--- src/hdl/rrc_pkg.sv ---
// shared types, constants and register codes of the random replacement cache
`default_nettype none

package rrc_pkg;

    localparam int DEPTH_DEFAULT       = 8;
    localparam int KEY_WIDTH_DEFAULT   = 32;
    localparam int VALUE_WIDTH_DEFAULT = 32;

    // configuration port
    localparam int CFG_INDEX_W = 2;
    localparam int CFG_DATA_W  = 16;
    localparam int CAP_REG_W   = 4;

    localparam logic [CFG_INDEX_W-1:0] REG_CAPACITY    = 2'd0;
    localparam logic [CFG_INDEX_W-1:0] REG_RANDOM_SEED = 2'd1;

    localparam logic [CAP_REG_W-1:0] CAP_RESET = 4'd8;

    // replacement lfsr
    localparam int LFSR_W = 16;
    localparam logic [LFSR_W-1:0] LFSR_MASK  = 16'hB400;
    localparam logic [LFSR_W-1:0] SEED_RESET = 16'd44257;

    // request kinds
    localparam logic KIND_PUT = 1'b0;
    localparam logic KIND_GET = 1'b1;

    typedef enum logic [2:0] {
        ST_IDLE,
        ST_CMP,
        ST_MISS,
        ST_EVICT_RD,
        ST_EVICT_WR
    } t_state;

    typedef struct packed {
        logic              load;
        logic [LFSR_W-1:0] seed;
        logic              step;
    } t_victim_ctrl;

endpackage

`default_nettype wire

--- src/hdl/rrc_entry_ram.sv ---
// entry memory: one write port, one registered read port
`default_nettype none

module rrc_entry_ram #(
    parameter int DEPTH = rrc_pkg::DEPTH_DEFAULT,
    parameter int WIDTH = rrc_pkg::KEY_WIDTH_DEFAULT + rrc_pkg::VALUE_WIDTH_DEFAULT,
    parameter int ADDR_W = $clog2(DEPTH)
) (
    input  wire logic              i_clk,
    input  wire logic              i_we,
    input  wire logic [ADDR_W-1:0] i_waddr,
    input  wire logic [WIDTH-1:0]  i_wdata,
    input  wire logic [ADDR_W-1:0] i_raddr,
    output logic      [WIDTH-1:0]  o_rdata
);

    logic [WIDTH-1:0] r_mem [DEPTH];

    always_ff @(posedge i_clk) begin
        if (i_we) begin
            r_mem[i_waddr] <= i_wdata;
        end
    end

    always_ff @(posedge i_clk) begin
        o_rdata <= r_mem[i_raddr];
    end

endmodule

`default_nettype wire

--- src/hdl/rrc_victim.sv ---
// replacement lfsr and victim slot selection
`default_nettype none

module rrc_victim #(
    parameter int CAP_W  = 4,
    parameter int ADDR_W = 3
) (
    input  wire logic                  i_clk,
    input  wire logic                  i_rst_n,
    input  wire rrc_pkg::t_victim_ctrl i_ctrl,
    input  wire logic [CAP_W-1:0]      i_cap,
    output logic      [ADDR_W-1:0]     o_slot
);

    localparam int LW = rrc_pkg::LFSR_W;

    logic [LW-1:0]       r_lfsr;
    logic [LW-1:0]       n_lfsr;
    logic [LW+CAP_W-1:0] prod;
    logic [ADDR_W-1:0]   r_slot;

    always_comb begin
        n_lfsr = (r_lfsr >> 1) ^ (r_lfsr[0] ? rrc_pkg::LFSR_MASK : '0);
        prod   = (LW+CAP_W)'(n_lfsr) * (LW+CAP_W)'(i_cap);
    end

    always_ff @(posedge i_clk) begin
        if (!i_rst_n) begin
            r_lfsr <= rrc_pkg::SEED_RESET;
        end else if (i_ctrl.load) begin
            r_lfsr <= i_ctrl.seed;
        end else if (i_ctrl.step) begin
            r_lfsr <= n_lfsr;
        end
    end

    // slot is below the capacity, so the low product bits above the fraction suffice
    always_ff @(posedge i_clk) begin
        if (i_ctrl.step) begin
            r_slot <= prod[LW+ADDR_W-1:LW];
        end
    end

    assign o_slot = r_slot;

endmodule

`default_nettype wire

--- src/hdl/random_replacement_cache.sv ---
// top level of the fully associative key-value cache with random replacement
//
// A request is taken at a clock edge with i_start high and o_busy low: i_kind selects
// put (store i_key/i_value) or get (look up i_key). Entries live in one synchronous
// memory and are scanned one slot per cycle from slot 0, stopping at the first match.
// A hit ends the scan at the matching slot; a get miss or a put into a free slot goes
// to ST_MISS after all entries (straight away when empty); a put that evicts steps
// the lfsr and multiplies in ST_MISS, then reads the victim key in ST_EVICT_RD and
// writes in ST_EVICT_WR. Requests are handled one at a time. The result appears for
// exactly one cycle with o_result_valid, in the cycle in which o_busy falls; a new
// request may be taken in that same cycle. The receiver cannot stall, so each result
// must be taken when strobed. Configuration: i_cfg_we writes register i_cfg_index (0
// capacity, 1 random seed, which also loads the lfsr) from i_cfg_data; the user writes
// only while no request is in flight, which the block does not enforce. Reset clears
// the entry count, sets capacity 8 and the lfsr to the seed reset value; the memory
// needs no clearing since only slots below the count are ever read.
`default_nettype none

module random_replacement_cache #(
    parameter int DEPTH       = rrc_pkg::DEPTH_DEFAULT,
    parameter int KEY_WIDTH   = rrc_pkg::KEY_WIDTH_DEFAULT,
    parameter int VALUE_WIDTH = rrc_pkg::VALUE_WIDTH_DEFAULT,
    parameter int CNT_W       = $clog2(DEPTH + 1)
) (
    input  wire logic                            i_clk,
    input  wire logic                            i_rst_n,
    input  wire logic                            i_start,
    output logic                                 o_busy,
    input  wire logic                            i_kind,
    input  wire logic [KEY_WIDTH-1:0]            i_key,
    input  wire logic [VALUE_WIDTH-1:0]          i_value,
    input  wire logic                            i_cfg_we,
    input  wire logic [rrc_pkg::CFG_INDEX_W-1:0] i_cfg_index,
    input  wire logic [rrc_pkg::CFG_DATA_W-1:0]  i_cfg_data,
    output logic                                 o_result_valid,
    output logic                                 o_hit,
    output logic      [VALUE_WIDTH-1:0]          o_read_value,
    output logic                                 o_evicted,
    output logic      [KEY_WIDTH-1:0]            o_evicted_key,
    output logic      [CNT_W-1:0]                o_entry_count
);

    localparam int ADDR_W  = $clog2(DEPTH);
    localparam int ENTRY_W = KEY_WIDTH + VALUE_WIDTH;
    localparam int CAP_W   = (CNT_W > rrc_pkg::CAP_REG_W) ? CNT_W : rrc_pkg::CAP_REG_W;

    rrc_pkg::t_state r_state, n_state;

    logic                          r_kind, n_kind;
    logic [KEY_WIDTH-1:0]          r_key, n_key;
    logic [VALUE_WIDTH-1:0]        r_value, n_value;
    logic [ADDR_W-1:0]             r_idx, n_idx;
    logic [CNT_W-1:0]              r_count, n_count;
    logic [rrc_pkg::CAP_REG_W-1:0] r_capacity, n_capacity;
    logic                          r_done, n_done;
    logic                          r_hit, n_hit;
    logic [VALUE_WIDTH-1:0]        r_read_value, n_read_value;
    logic                          r_evicted, n_evicted;
    logic [KEY_WIDTH-1:0]          r_evicted_key, n_evicted_key;
    logic [CNT_W-1:0]              r_entry_count, n_entry_count;

    logic                  ram_we;
    logic [ADDR_W-1:0]     ram_waddr;
    logic [ENTRY_W-1:0]    ram_wdata;
    logic [ADDR_W-1:0]     ram_raddr;
    logic [ENTRY_W-1:0]    ram_rdata;
    logic [KEY_WIDTH-1:0]  rd_key;
    logic [VALUE_WIDTH-1:0] rd_value;

    rrc_pkg::t_victim_ctrl vctrl;
    logic [ADDR_W-1:0]     victim_slot;

    logic [CAP_W-1:0] eff_cap;
    logic             match;
    logic             last;
    logic             room;

    rrc_entry_ram #(
        .DEPTH  (DEPTH),
        .WIDTH  (ENTRY_W),
        .ADDR_W (ADDR_W)
    ) u_ram (
        .i_clk   (i_clk),
        .i_we    (ram_we),
        .i_waddr (ram_waddr),
        .i_wdata (ram_wdata),
        .i_raddr (ram_raddr),
        .o_rdata (ram_rdata)
    );

    rrc_victim #(
        .CAP_W  (CAP_W),
        .ADDR_W (ADDR_W)
    ) u_victim (
        .i_clk   (i_clk),
        .i_rst_n (i_rst_n),
        .i_ctrl  (vctrl),
        .i_cap   (eff_cap),
        .o_slot  (victim_slot)
    );

    assign rd_key   = ram_rdata[ENTRY_W-1:VALUE_WIDTH];
    assign rd_value = ram_rdata[VALUE_WIDTH-1:0];

    always_comb begin
        if (r_capacity == '0) begin
            eff_cap = CAP_W'(1);
        end else if (CAP_W'(r_capacity) > CAP_W'(DEPTH)) begin
            eff_cap = CAP_W'(DEPTH);
        end else begin
            eff_cap = CAP_W'(r_capacity);
        end
    end

    assign match = (rd_key == r_key);
    assign last  = ((CNT_W'(r_idx) + CNT_W'(1)) == r_count);
    assign room  = (CAP_W'(r_count) < eff_cap);

    // next state
    always_comb begin
        n_state = r_state;
        case (r_state)
            rrc_pkg::ST_IDLE: begin
                if (i_start) begin
                    n_state = (r_count == '0) ? rrc_pkg::ST_MISS : rrc_pkg::ST_CMP;
                end
            end
            rrc_pkg::ST_CMP: begin
                if (match) begin
                    n_state = rrc_pkg::ST_IDLE;
                end else if (last) begin
                    n_state = rrc_pkg::ST_MISS;
                end
            end
            rrc_pkg::ST_MISS: begin
                if (r_kind == rrc_pkg::KIND_GET || room) begin
                    n_state = rrc_pkg::ST_IDLE;
                end else begin
                    n_state = rrc_pkg::ST_EVICT_RD;
                end
            end
            rrc_pkg::ST_EVICT_RD: n_state = rrc_pkg::ST_EVICT_WR;
            rrc_pkg::ST_EVICT_WR: n_state = rrc_pkg::ST_IDLE;
            default:              n_state = rrc_pkg::ST_IDLE;
        endcase
    end

    // datapath and memory control
    always_comb begin
        n_kind        = r_kind;
        n_key         = r_key;
        n_value       = r_value;
        n_idx         = r_idx;
        n_count       = r_count;
        n_capacity    = r_capacity;
        n_done        = 1'b0;
        n_hit         = r_hit;
        n_read_value  = r_read_value;
        n_evicted     = r_evicted;
        n_evicted_key = r_evicted_key;
        n_entry_count = r_entry_count;
        ram_we        = 1'b0;
        ram_waddr     = r_idx;
        ram_wdata     = {r_key, r_value};
        ram_raddr     = r_idx;
        vctrl.load    = i_cfg_we && (i_cfg_index == rrc_pkg::REG_RANDOM_SEED);
        vctrl.seed    = i_cfg_data[rrc_pkg::LFSR_W-1:0];
        vctrl.step    = 1'b0;

        if (i_cfg_we && i_cfg_index == rrc_pkg::REG_CAPACITY) begin
            n_capacity = i_cfg_data[rrc_pkg::CAP_REG_W-1:0];
        end

        case (r_state)
            rrc_pkg::ST_IDLE: begin
                if (i_start) begin
                    n_kind    = i_kind;
                    n_key     = i_key;
                    n_value   = i_value;
                    n_idx     = '0;
                    ram_raddr = '0;
                end
            end
            rrc_pkg::ST_CMP: begin
                if (match) begin
                    n_hit         = 1'b1;
                    n_read_value  = (r_kind == rrc_pkg::KIND_GET) ? rd_value : '0;
                    n_evicted     = 1'b0;
                    n_evicted_key = '0;
                    n_entry_count = r_count;
                    n_done        = 1'b1;
                    ram_we        = (r_kind == rrc_pkg::KIND_PUT);
                end else if (!last) begin
                    // issue the next slot while this one is compared
                    n_idx     = r_idx + ADDR_W'(1);
                    ram_raddr = r_idx + ADDR_W'(1);
                end
            end
            rrc_pkg::ST_MISS: begin
                n_hit         = 1'b0;
                n_read_value  = '0;
                n_evicted     = 1'b0;
                n_evicted_key = '0;
                if (r_kind == rrc_pkg::KIND_GET) begin
                    n_entry_count = r_count;
                    n_done        = 1'b1;
                end else if (room) begin
                    ram_we        = 1'b1;
                    ram_waddr     = r_count[ADDR_W-1:0];
                    n_count       = r_count + CNT_W'(1);
                    n_entry_count = r_count + CNT_W'(1);
                    n_done        = 1'b1;
                end else begin
                    vctrl.step = 1'b1;
                end
            end
            rrc_pkg::ST_EVICT_RD: begin
                ram_raddr = victim_slot;
            end
            rrc_pkg::ST_EVICT_WR: begin
                ram_we        = 1'b1;
                ram_waddr     = victim_slot;
                n_hit         = 1'b0;
                n_read_value  = '0;
                n_evicted     = 1'b1;
                n_evicted_key = rd_key;
                n_entry_count = r_count;
                n_done        = 1'b1;
            end
            default: begin
                n_done = 1'b0;
            end
        endcase
    end

    always_ff @(posedge i_clk) begin
        if (!i_rst_n) begin
            r_state    <= rrc_pkg::ST_IDLE;
            r_count    <= '0;
            r_capacity <= rrc_pkg::CAP_RESET;
            r_done     <= 1'b0;
        end else begin
            r_state    <= n_state;
            r_count    <= n_count;
            r_capacity <= n_capacity;
            r_done     <= n_done;
        end
    end

    always_ff @(posedge i_clk) begin
        r_kind        <= n_kind;
        r_key         <= n_key;
        r_value       <= n_value;
        r_idx         <= n_idx;
        r_hit         <= n_hit;
        r_read_value  <= n_read_value;
        r_evicted     <= n_evicted;
        r_evicted_key <= n_evicted_key;
        r_entry_count <= n_entry_count;
    end

    assign o_busy         = (r_state != rrc_pkg::ST_IDLE);
    assign o_result_valid = r_done;
    assign o_hit          = r_hit;
    assign o_read_value   = r_read_value;
    assign o_evicted      = r_evicted;
    assign o_evicted_key  = r_evicted_key;
    assign o_entry_count  = r_entry_count;

`ifndef SYNTH
    a_strobe_single : assert property (@(posedge i_clk) disable iff (!i_rst_n)
        o_result_valid |=> !o_result_valid)
        else $error("result strobe held for more than one cycle");

    a_busy_after_start : assert property (@(posedge i_clk) disable iff (!i_rst_n)
        (i_start && !o_busy) |=> o_busy)
        else $error("request accepted but block not busy");

    a_evict_result : assert property (@(posedge i_clk) disable iff (!i_rst_n)
        (r_state == rrc_pkg::ST_EVICT_WR) |=> (o_result_valid && o_evicted && !o_hit))
        else $error("eviction did not produce an evicting result");

    a_count_step : assert property (@(posedge i_clk) disable iff (!i_rst_n)
        ($past(i_rst_n) && r_count != $past(r_count)) |->
            (r_count == $past(r_count) + CNT_W'(1)))
        else $error("entry count changed by other than one");

    a_victim_range : assert property (@(posedge i_clk) disable iff (!i_rst_n)
        (r_state == rrc_pkg::ST_EVICT_RD) |-> (CAP_W'(victim_slot) < eff_cap))
        else $error("victim slot outside effective capacity");
`endif

endmodule

`default_nettype wire

--- config.mk ---
export PLATFORM = sky130hd
export DESIGN_NAME = random_replacement_cache
export DESIGN_NICKNAME = d
export VERILOG_FILES = /design/src/hdl/rrc_pkg.sv /design/src/hdl/rrc_entry_ram.sv /design/src/hdl/rrc_victim.sv /design/src/hdl/random_replacement_cache.sv
export SDC_FILE = /design/constraint.sdc
export NUM_CORES = 1
export LEC_CHECK = 0
export BUFFER_PORTS_ARGS = -buffer_cell sky130_fd_sc_hd__buf_4
export CAP_MARGIN = 15
export CORE_ASPECT_RATIO = 0.9
export CORE_MARGIN = 8
export CORE_UTILIZATION = 45
export CTS_CLUSTER_SIZE = 8
export DETAILED_ROUTE_END_ITERATION = 10
export GPL_ROUTABILITY_DRIVEN = 1
export PLACE_DENSITY = 0.66
export SLEW_MARGIN = 0
export SYNTH_ARGS = -nofsm -noshare
export SYNTH_HDL_FRONTEND = slang
export SYNTH_HIERARCHICAL = 1
export SYNTH_SLANG_ARGS = --single-unit
--- constraint.sdc ---
create_clock -name i_clk -period 8.81 [get_ports i_clk]
set_input_delay 1.762 -clock i_clk [delete_from_list [all_inputs] [get_ports i_clk]]
set_output_delay 1.762 -clock i_clk [all_outputs]
set_load 0.03 [all_outputs]
---- Yosys cells after proc, flatten, opt, wreduce, memory -nomap -nowiden ----
Memory sizes are Yosys's and may differ from the RTL's. A register that Yosys moved wholly into a read port is not among the register bits.
Cells that the tools add are included.
word-level totals
  input port bits ......................... 87
  latch bits .............................. 0
  RAM bits ................................ 512
  word-level logic and storage cells ...... 98
  output and inout bits ................... 72
  ROM bits ................................ 0
  memories kept ........................... 1
  flip-flop bits (word level) ............. 169
memories
  memory       depth  width  rd ports  clocked after memory_dff  wr ports  line                 text
  u_ram.r_mem  8      64     1         1                         1         rrc_entry_ram.sv:17  logic [WIDTH-1:0] r_mem [DEPTH];
operators by class
  div/mod/pow operators ................... 0
  add/subtract/negate cells ............... 3
  order comparisons ....................... 2
  muxes and demuxes ....................... 44
  equal/unequal tests ..................... 11
  reduce and logical (&&, ||, !) cells .... 19
  shift operators ......................... 0
  bitwise logic cells ..................... 2
  multiply operators ...................... 1
operators by type and width
  operator                                                                number
  32-bit two-way mux                                                      3
  32-bit case mux with 3 select lines                                     1
  32-bit case mux with 2 select lines                                     1
  16-bit two-way mux                                                      3
  32-bit equality test                                                    1
  3-bit two-way mux                                                       8
  4-bit two-way mux                                                       5
  16-bit by 4-bit multiplier with 19-bit output                           1
  15-bit by 16-bit XOR with 16-bit output                                 1
  1-bit two-way mux                                                       12
  3-bit case mux with 2 select lines                                      2
  3-bit case mux with 4 select lines                                      1
  4-bit case mux with 3 select lines                                      1
  1-bit case mux with 3 select lines                                      3
  3-bit case mux with 3 select lines                                      1
  4-bit zero test                                                         2
  2-bit AND reduction                                                     4
  3-bit by 2-bit equality test with 1-bit output (second input constant)  2
  3-bit != test (second input constant)                                   2
  3-bit AND reduction                                                     2
  2-bit nonzero test                                                      3
  3-bit nonzero test                                                      2
  3-bit by 1-bit adder with 4-bit output (second input constant)          1
  4-bit by 1-bit adder with 4-bit output (second input constant)          1
  other kinds (16)                                                        19

---- Longest topological paths before layout ----
Gate-level depths: netlist (run 1).
  depth after elaboration ................. 9
  mapped depth ............................ 15
  mapped depth without buffers ............ 14

---- By module ----
Netlist (run 1), hierarchy kept.
modules (own cells, without submodules)
  module                    sequential area each (um2)  instances  cells each  area an instance (um2)
  rrc_entry_ram             16656.0                     1          816         20547.2
  random_replacement_cache  4384.2                      1          402         6074.6
  rrc_victim                410.4                       1          288         2477.4

---- Worst setup path before layout (run 1) ----
Ideal clock, no wire load.
  path kind ............................... reg-to-reg
  start point ............................. register r_key[30]
  end point ............................... register r_entry_count[0], in the netlist o_entry_count[0], enable pin
  slack ................................... 1.805 ns
  cell stages (with the launch flop) ...... 7
  buffers on the path ..................... 0
  clock period less this slack ............ 7.005 ns
  library setup time ...................... 0.321 ns
  data arrival time ....................... 6.685 ns
  required time ........................... 8.489 ns
  cell sequence ........................... edfxtp_1 > xor2_1 > nor4_1 > nand4_1 > or2_2 > o21ai_0 > and2_1
on the way
  longest elaborated chain between the ends .. 3
RTL lines
  item                           line                             text
  start: declaration             random_replacement_cache.sv:50   logic [KEY_WIDTH-1:0] r_key, n_key;
  start signal: assignment       random_replacement_cache.sv:252  r_key <= n_key;
  32-bit equality test           random_replacement_cache.sv:115  assign match = (rd_key == r_key);
  2-bit != test (no line)        n/a
  3-bit AND reduction (no line)  n/a
  end signal: assignment         random_replacement_cache.sv:259  r_entry_count <= n_entry_count;
  end: declaration               random_replacement_cache.sv:60   logic [CNT_W-1:0] r_entry_count, n_entry_count;
Every way passes these cells.
A chain may end at the register's enable or synchronous reset.

---- Worst setup path in the final report (run 1) ----
  start point ............................. register r_key[29]
  end point ............................... register u_ram.o_rdata[14], read port of u_ram.r_mem
on the way
  longest elaborated chain between the ends .. 3
RTL lines
  item                                line                             text
  32-bit equality test                random_replacement_cache.sv:115
  3-bit two-way mux                   random_replacement_cache.sv:185  if (match) begin
  3-bit case mux with 3 select lines  random_replacement_cache.sv:174  case (r_state)
  net ram_raddr[0]                    random_replacement_cache.sv:65   logic [ADDR_W-1:0] ram_raddr;
  end: declaration                    rrc_entry_ram.sv:14              output logic [WIDTH-1:0] o_rdata
The timed path passes the listed nets, and every way through them passes these cells.

==> results of run 1 <==
[sequential cells by signal, indices dropped and copies added, names as in the netlist]
| signal | flops |
|---|---|
| u_victim/o_slot | 3 |
| o_entry_count | 4 |
| u_ram/o_rdata | 64 |
| r_key | 32 |
| o_result_valid | 1 |
| o_evicted_key | 32 |
| r_idx | 3 |
| o_hit | 1 |
| r_kind | 1 |
| o_evicted | 1 |
| r_state | 3 |
| r_capacity | 4 |
| o_read_value | 32 |
| r_count | 4 |
| u_victim/r_lfsr | 16 |
| u_ram/r_mem | 512 |
| r_value | 32 |
[worst reg2reg max path, delay by kind of cell (launching register included)]
family,cells,cell delay (ns)
flip-flops,1,0.52
buffers and inverters,1,0.88
AO/OA/AOI/OAI,3,1.40
multiplexers,2,0.92
XOR/XNOR,1,0.23
AND/OR/NAND/NOR,2,0.90
[power by group]
group	switching, mW	total [mW]	internal [mW]
clock network	1.40	3.62	2.21
registers	0.253	4.60	4.35
logic	1.08	2.13	1.05
total	2.74	10.3	7.61
[stage by stage]
stage                     setup slack, ns  total power [mW]
after floorplan                      1.80              6.25
after CTS                            3.56              10.5
after detailed placement             3.43              6.84
final                                3.84              10.3
after global routing                 3.36              10.8
after global placement               3.46              6.80
[kinds of logic (layout without fill, tap and decap cells)]
group,count (synthesis),after routing
buffers and inverters,120,423
XOR/XNOR,52,52
AND/OR/NAND/NOR,250,250
AO/OA/AOI/OAI,68,68
adder cells (fa/ha/maj),53,53
multiplexers,218,218
flip-flops,745,745
[layout by cell type (no fill, tap or decap), drive strengths merged, types with 2 or more instances in the layout]
cell type,netlist,routed
o211ai,6,6
and2,119,119
ha,26,26
fa,27,27
nand3,4,4
a22oi,3,3
nand2b,3,3
mux4,128,128
o21ba,2,2
edfxtp,653,653
nor2b,7,7
xor2,37,37
o21bai,3,3
o21ai,20,20
buf,33,178
o21a,2,2
a21o,3,3
nand2,55,55
a21oi,13,13
a211oi,2,2
xnor2,15,15
and3,4,4
mux2,70,70
mux2i,20,20
nor2,23,23
dfxtp,92,92
clkinv,0,3
nor3b,4,4
nand4,7,7
inv,59,62
clkbuf,28,180
nor4,9,9
nor3,8,8
[layout make-up]
type	instances	area share, %
tap	855	3.12
inverter	59	0.646
clock inverter	6	0.259
timing repair buffer	178	3.90
multi-input combinational	641	21.0
sequential	745	62.6
clock buffer	180	8.49
[layer usage]
metal	share of wire, %	routed length (um)	global-route usage, %
met4	1.5	930	4.32
met1	43	26100	21.6
met5	0	0	0
met3	5.5	3320	3.58
met2	50	29900	27.3
[path summary, 6_finish.rpt]
kind | start | to | slack, ns
max reg2reg | r_key[29] | u_ram/o_rdata[14] | 3.84
min reg2reg | u_ram/o_rdata[5] | o_read_value[5] | 0.49
min | u_ram/o_rdata[5] | o_read_value[5] | 0.49
max | r_key[29] | u_ram/o_rdata[14] | 3.84
==> results_dict.tcl, run 1 <==
set metrics [dict create \
    outcome "complete, no violations" \
    final.min_clock_period_ns 4.97 \
    synth_compound_area_share_pct 1.62 \
    grt.overflow.total 0 \
    grt_max_degree 71 \
    crit_family "compound AO/OA/AOI/OAI gates" \
    vias_per_cell 5.25 \
    end_kind "flop" \
    synth_fa_ha_area_share_pct 2.98 \
    path_buf_inv 1 \
    worstPathCellList "xor2_1 > nor4_1 > nand4_1 > o21ba_2 > a21oi_1 > o22a_4 > buf_4 > mux4_2 > mux2_2" \
    post-route-drc-count 0 \
    yosys_warnings 6 \
    final_core_util_pct 53.5 \
    fin_worst_skew_ns 0.0224 \
    synth_edf_count 653 \
    die_height_um 257 \
    hold_viol 0 \
    min_path_type "flop to flop" \
    synth_top_family_by_area "multiplexers" \
    placed_cells 2478 \
    synth.largest_area_cell "edfxtp_1" \
    hpwl_um 34000 \
    netlist_area_sq_um 29100 \
    ios 159 \
    h-tree-depth 3 \
    synth-simple-area-share_pct 4.87 \
    worst_slew_pin_slew_ns 1.10 \
    gp_congestion 0.785 \
    synth_seq_area_share_pct 73.7 \
    slew_violations 0 \
    cts.hold.buffers_added 0 \
    cts-root-buf "clkbuf_16" \
    synth.area.mux_share_pct 13.3 \
    synth.most_common_cell "edfxtp_1" \
    cts_resized 0 \
    start_kind "flop" \
    cts_setup_buffers 0 \
    fin_nets 1868 \
    fmax_ghz 0.201 \
    drive_gt1_share_pct 28.7 \
    cts-buffers-inserted 103 \
    core_area_sq_um 64100 \
    drv_cap 0 \
    wl_per_cell_um 22.6 \
    path_clk_slew_ns 0.05 \
    synth_seq_cells 745 \
    multi_input_area_sq_um 7200 \
    crit_slowest_cell "buf_4" \
    synth_area_leaders "edfxtp_1 67%, mux4_2 9.9%, dfxtp_1 6.3%, mux2_2 2.7%, and2_1 2.5%" \
    antenna_left 0 \
    synth_top_area_share_pct 67.4 \
    cts_buffer_depth 3 \
    hold-worst-slack_ns 0.494 \
    ir_worst_vdd_mv 0.218 \
    ff_latch_area_sq_um 21500 \
    reg2regPathDepth 9 \
    min_path_cells 1 \
    routed_wl_um 60300 \
    dr.first_iter.drc_count 1188 \
    synthArstFlopShare_pct 0 \
    yosys_most_used_dff "edfxtp_1" \
    power.leakage_nw 11.7 \
    rows 88 \
    worstSkewPairLatency_ns 0.64 \
    crit_path_max_fanout 48 \
    relSlewSlack_pct 26.2 \
    cts_tree "built" \
    synth_fp_nets 1646 \
    cts.sinks 745 \
    crit_required_ns 9.33 \
    avgSynthCellArea_sq_um 19.3 \
    grt_pass1_wl_um 91200 \
    critPathMaxStageDelay_ns 0.87 \
    syn2layout_area_growth_pct 17.8 \
    initial_core_util_pct 45.4 \
    fp.dieW_um 284 \
    antenna_cells 0 \
    period_share_pct 56.4 \
    port_buffers 158 \
    fillers 5028 \
    netlist_instances 1506 \
    yosys.area_share.xor_xnor_pct 1.57 \
    drt-pass1-iter-count 5 \
    vias 14000 \
    rsz0062_at_grt "no" \
    grt_usage_pct 16.3 \
    synth_common_cells "653 x edfxtp_1, 128 x mux4_2, 114 x and2_1" \
    setup_tns_ns 0 \
    die_area_sq_um 73100 \
    grt_pass1_vias 14900 \
    antenna_found_initial 1 \
    place_area_sq_um 31300 \
    setup_viol 0 \
    stdcell_count 2664 \
    crit_arrival_ns 5.49 \
    finish.instance_area_sq_um 34300 \
    critical_path_class "flop to flop" \
    p_per_area_nw_per_um2 302 \
    synth_cell_types 65 \
    cp.depth 9 \
]
No activity file was read; power rests on OpenSTA's default activity.
==> run 2, diff against run 1 <==
--- a/config.mk
+++ b/config.mk
@@ -5,6 +5,7 @@
 export SDC_FILE = /design/constraint.sdc
 export NUM_CORES = 1
 export LEC_CHECK = 0
+export ABC_AREA = 1
 export BUFFER_PORTS_ARGS = -buffer_cell sky130_fd_sc_hd__buf_4
 export CAP_MARGIN = 15
 export CORE_ASPECT_RATIO = 0.9
@@ -13,7 +14,7 @@
 export CTS_CLUSTER_SIZE = 8
 export DETAILED_ROUTE_END_ITERATION = 10
 export GPL_ROUTABILITY_DRIVEN = 1
-export PLACE_DENSITY = 0.66
+export PLACE_DENSITY = 0.68
 export SLEW_MARGIN = 0
 export SYNTH_ARGS = -nofsm -noshare
 export SYNTH_HDL_FRONTEND = slang
==> constraint.sdc (replaced) <==
create_clock -name i_clk -period 4.09 [get_ports i_clk]
set_input_delay 0.818 -clock i_clk [delete_from_list [all_inputs] [get_ports i_clk]]
set_output_delay 0.818 -clock i_clk [all_outputs]
set_load 0.03 [all_outputs]
==> run 2 against run 1 <==
Non-clock buffer count increased by 26. First-iteration DRC count increased by 24%. Final cell count increased by 67%. Setup slack got worse by 3.2 ns. Via count increased by 50%. Highest routed layer unchanged. Maximum frequency increased by 45%. Sequential power increased by 130%. Synthesized cell count increased by 120%. Utilization decreased by 0.39 points.
==> results_dict.tcl, run 2 <==
set metrics [dict create \
    outcome "complete, no violations" \
    path_buf_inv 5 \
    grt_max_degree 129 \
    synth_top_family_by_area "simple AND/OR/NAND/NOR gates" \
    cts_setup_buffers 0 \
    largest_reg_flops 512 \
    grt.overflow.total 0 \
    rsz0062_at_grt "no" \
    worst_slack_ns 0.666 \
    synth_compound_area_share_pct 1.18 \
    antenna_found_initial 0 \
    vias_per_cell 4.70 \
    grt_pass1_wl_um 111000 \
    port_buffers 158 \
    cts-buffers-inserted 103 \
    cts_buffer_depth 3 \
    critPathMaxStageDelay_ns 0.50 \
    ir_worst_vdd_mv 0.740 \
    die_area_sq_um 80900 \
    crit_required_ns 4.41 \
    hpwl_um 40800 \
    slew_violations 0 \
    avgSynthCellArea_sq_um 10.0 \
    fmax_ghz 0.292 \
    relSlewSlack_pct 51.2 \
    ff_latch_area_sq_um 21500 \
    yosys_warnings 6 \
    final_cell_mix "1058 x nand2_1, 729 x inv_1, 653 x edfxtp_1" \
    path_clk_slew_ns 0.05 \
    final_core_util_pct 53.1 \
    worstPathCellList "inv_1 > nor2_2 > inv_1 > ha_1 > nand2_1 > inv_1 > nand2_1 > nand2_1 > nor2_1 > inv_1 > nand2_1 > nand3_1 > nand3_1 > nand2_1 > nor2_4 > buf_4" \
    drt-pass1-iter-count 5 \
    synth_fp_nets 3379 \
    hold_viol 0 \
    synthArstFlopShare_pct 0 \
    worst_slew_pin_slew_ns 0.732 \
    synth.most_common_cell "nand2_1" \
    crit_slowest_cell "nor2_2" \
    ios 159 \
    grt_usage_pct 17.0 \
    synth_top_area_share_pct 60.5 \
    synth_seq_area_share_pct 66.1 \
    final_common_cell "nand2_1" \
    dr.first_iter.drc_count 1477 \
    vias 21000 \
    syn2layout_area_growth_pct 17.0 \
    total_power_mw 27.6 \
    crit_path_max_fanout 16 \
    pre_cts_ws_ns 0.438 \
    yosys.area_share.xor_xnor_pct 0.864 \
    antenna_cells 0 \
    netlist_instances 3239 \
    min_path_type "input pin to flop" \
    drive_gt1_share_pct 9.83 \
    start_kind "flop" \
    synth_fa_ha_area_share_pct 2.67 \
    synth_cell_types 36 \
    regMostFlops "u_ram/r_mem" \
    period_share_pct 83.7 \
    initial_core_util_pct 45.4 \
    cts_tree "built" \
    die_height_um 271 \
    crit_top_cell "nand2_1" \
    p_per_area_nw_per_um2 728 \
    gp_congestion 0.825 \
    synth.largest_area_cell "edfxtp_1" \
    h-tree-depth 3 \
    end_kind "flop" \
    critical_path_class "flop to flop" \
    core_area_sq_um 71400 \
    yosys_most_used_dff "edfxtp_1" \
    drv_cap 0 \
    cts-root-buf "clkbuf_16" \
    routed_wl_um 70000 \
    fin_nets 3569 \
    rows 93 \
    hold-worst-slack_ns 0.322 \
    fin_worst_skew_ns 0.0537 \
    cts.sinks 745 \
    synth_edf_count 653 \
    fillers 6121 \
    post-route-drc-count 0 \
    antenna_left 0 \
    wl_per_cell_um 15.7 \
    netlist_area_sq_um 32400 \
    power.leakage_nw 17.4 \
    crit_arrival_ns 3.75 \
    fp.dieW_um 299 \
    synth_common_cells "1058 x nand2_1, 730 x inv_1, 653 x edfxtp_1" \
    top_regs "u_ram/r_mem (512), u_ram/o_rdata (64)" \
    synth-simple-area-share_pct 18.4 \
    synth_area_leaders "edfxtp_1 60%, nand2_1 12%, inv_1 8.4%, dfxtp_1 5.7%, nand3_1 4.5%" \
    synth.area.mux_share_pct 0 \
    grt_pass1_vias 20700 \
    crit_family "simple AND/OR/NAND/NOR gates" \
    worstSkewPairLatency_ns 0.67 \
    synth_seq_cells 745 \
    multi_input_area_sq_um 7630 \
    setup_viol 0 \
    final.min_clock_period_ns 3.42 \
]
run 2: where the power goes:
| group | switching [mW] | internal, mW | leakage, nW |
|---|---|---|---|
| clock network | 3.11 | 4.72 | 1.43 |
| logic | 6.19 | 2.82 | 9.24 |
| registers | 0.788 | 9.99 | 6.73 |
| total | 10.1 | 17.5 | 17.4 |
run 2: cell families (layout without fill, tap and decap cells):
| logic type | count (synthesis) | in the layout |
|---|---|---|
| AO/OA/AOI/OAI | 67 | 67 |
| AND/OR/NAND/NOR | 1484 | 1484 |
| XOR/XNOR | 32 | 32 |
| flip-flops | 745 | 745 |
| adder cells (fa/ha/maj) | 53 | 53 |
| buffers and inverters | 858 | 1127 |
run 2: area by class of cell:
class,count,area share [%]
clock inverters,8,0.518
well taps,950,3.13
flip-flops and latches,745,56.5
inverters,739,7.33
multi-input cells,1636,20.1
clock buffers,176,7.52
repair buffers,204,4.86
run 2: path summary, 6_finish.rpt:
kind                      from                  to  slack (ns)  cells past startpoint
min reg2reg  u_ram/o_rdata[16]    o_read_value[16]        0.49                      2
min                i_value[18]         r_value[18]        0.32                      1
max reg2reg      r_capacity[2]  u_ram/r_mem[3][13]        0.67                     16
max              r_capacity[2]  u_ram/r_mem[3][13]        0.67                     16
run 2: layer usage:
layer,track usage (%),vias up,part of all wire (%)
li1,-,10400,-
met1,22.6,9870,44
met2,28.4,554,48
met3,3.09,111,5.3
met4,5.14,0,2.4
met5,0,-,0
run 2: worst register-to-register path, cell delays in order (launching register included):
cell,delay [ns]
dfxtp_1,0.34
inv_1,0.07
nor2_2,0.50
inv_1,0.11
ha_1,0.29
nand2_1,0.06
inv_1,0.03
nand2_1,0.07
nand2_1,0.11
nor2_1,0.25
inv_1,0.12
nand2_1,0.07
nand3_1,0.06
nand3_1,0.11
nand2_1,0.23
nor2_4,0.36
buf_4,0.31
run 2: repair_timing:
item	4_1_cts	5_1_grt
resized for setup	0	1
setup endpoints to repair	0	8
hold buffers	0	0
run 2: stage by stage:
stage,area (sq um),TNS (ns),cells
after global routing,37900,0,4458
after detailed placement,34900,0,4274
after floorplan,32400,-270.09,3239
after global placement,34900,0,4274
after CTS,37900,0,4458
final,37900,0,4458
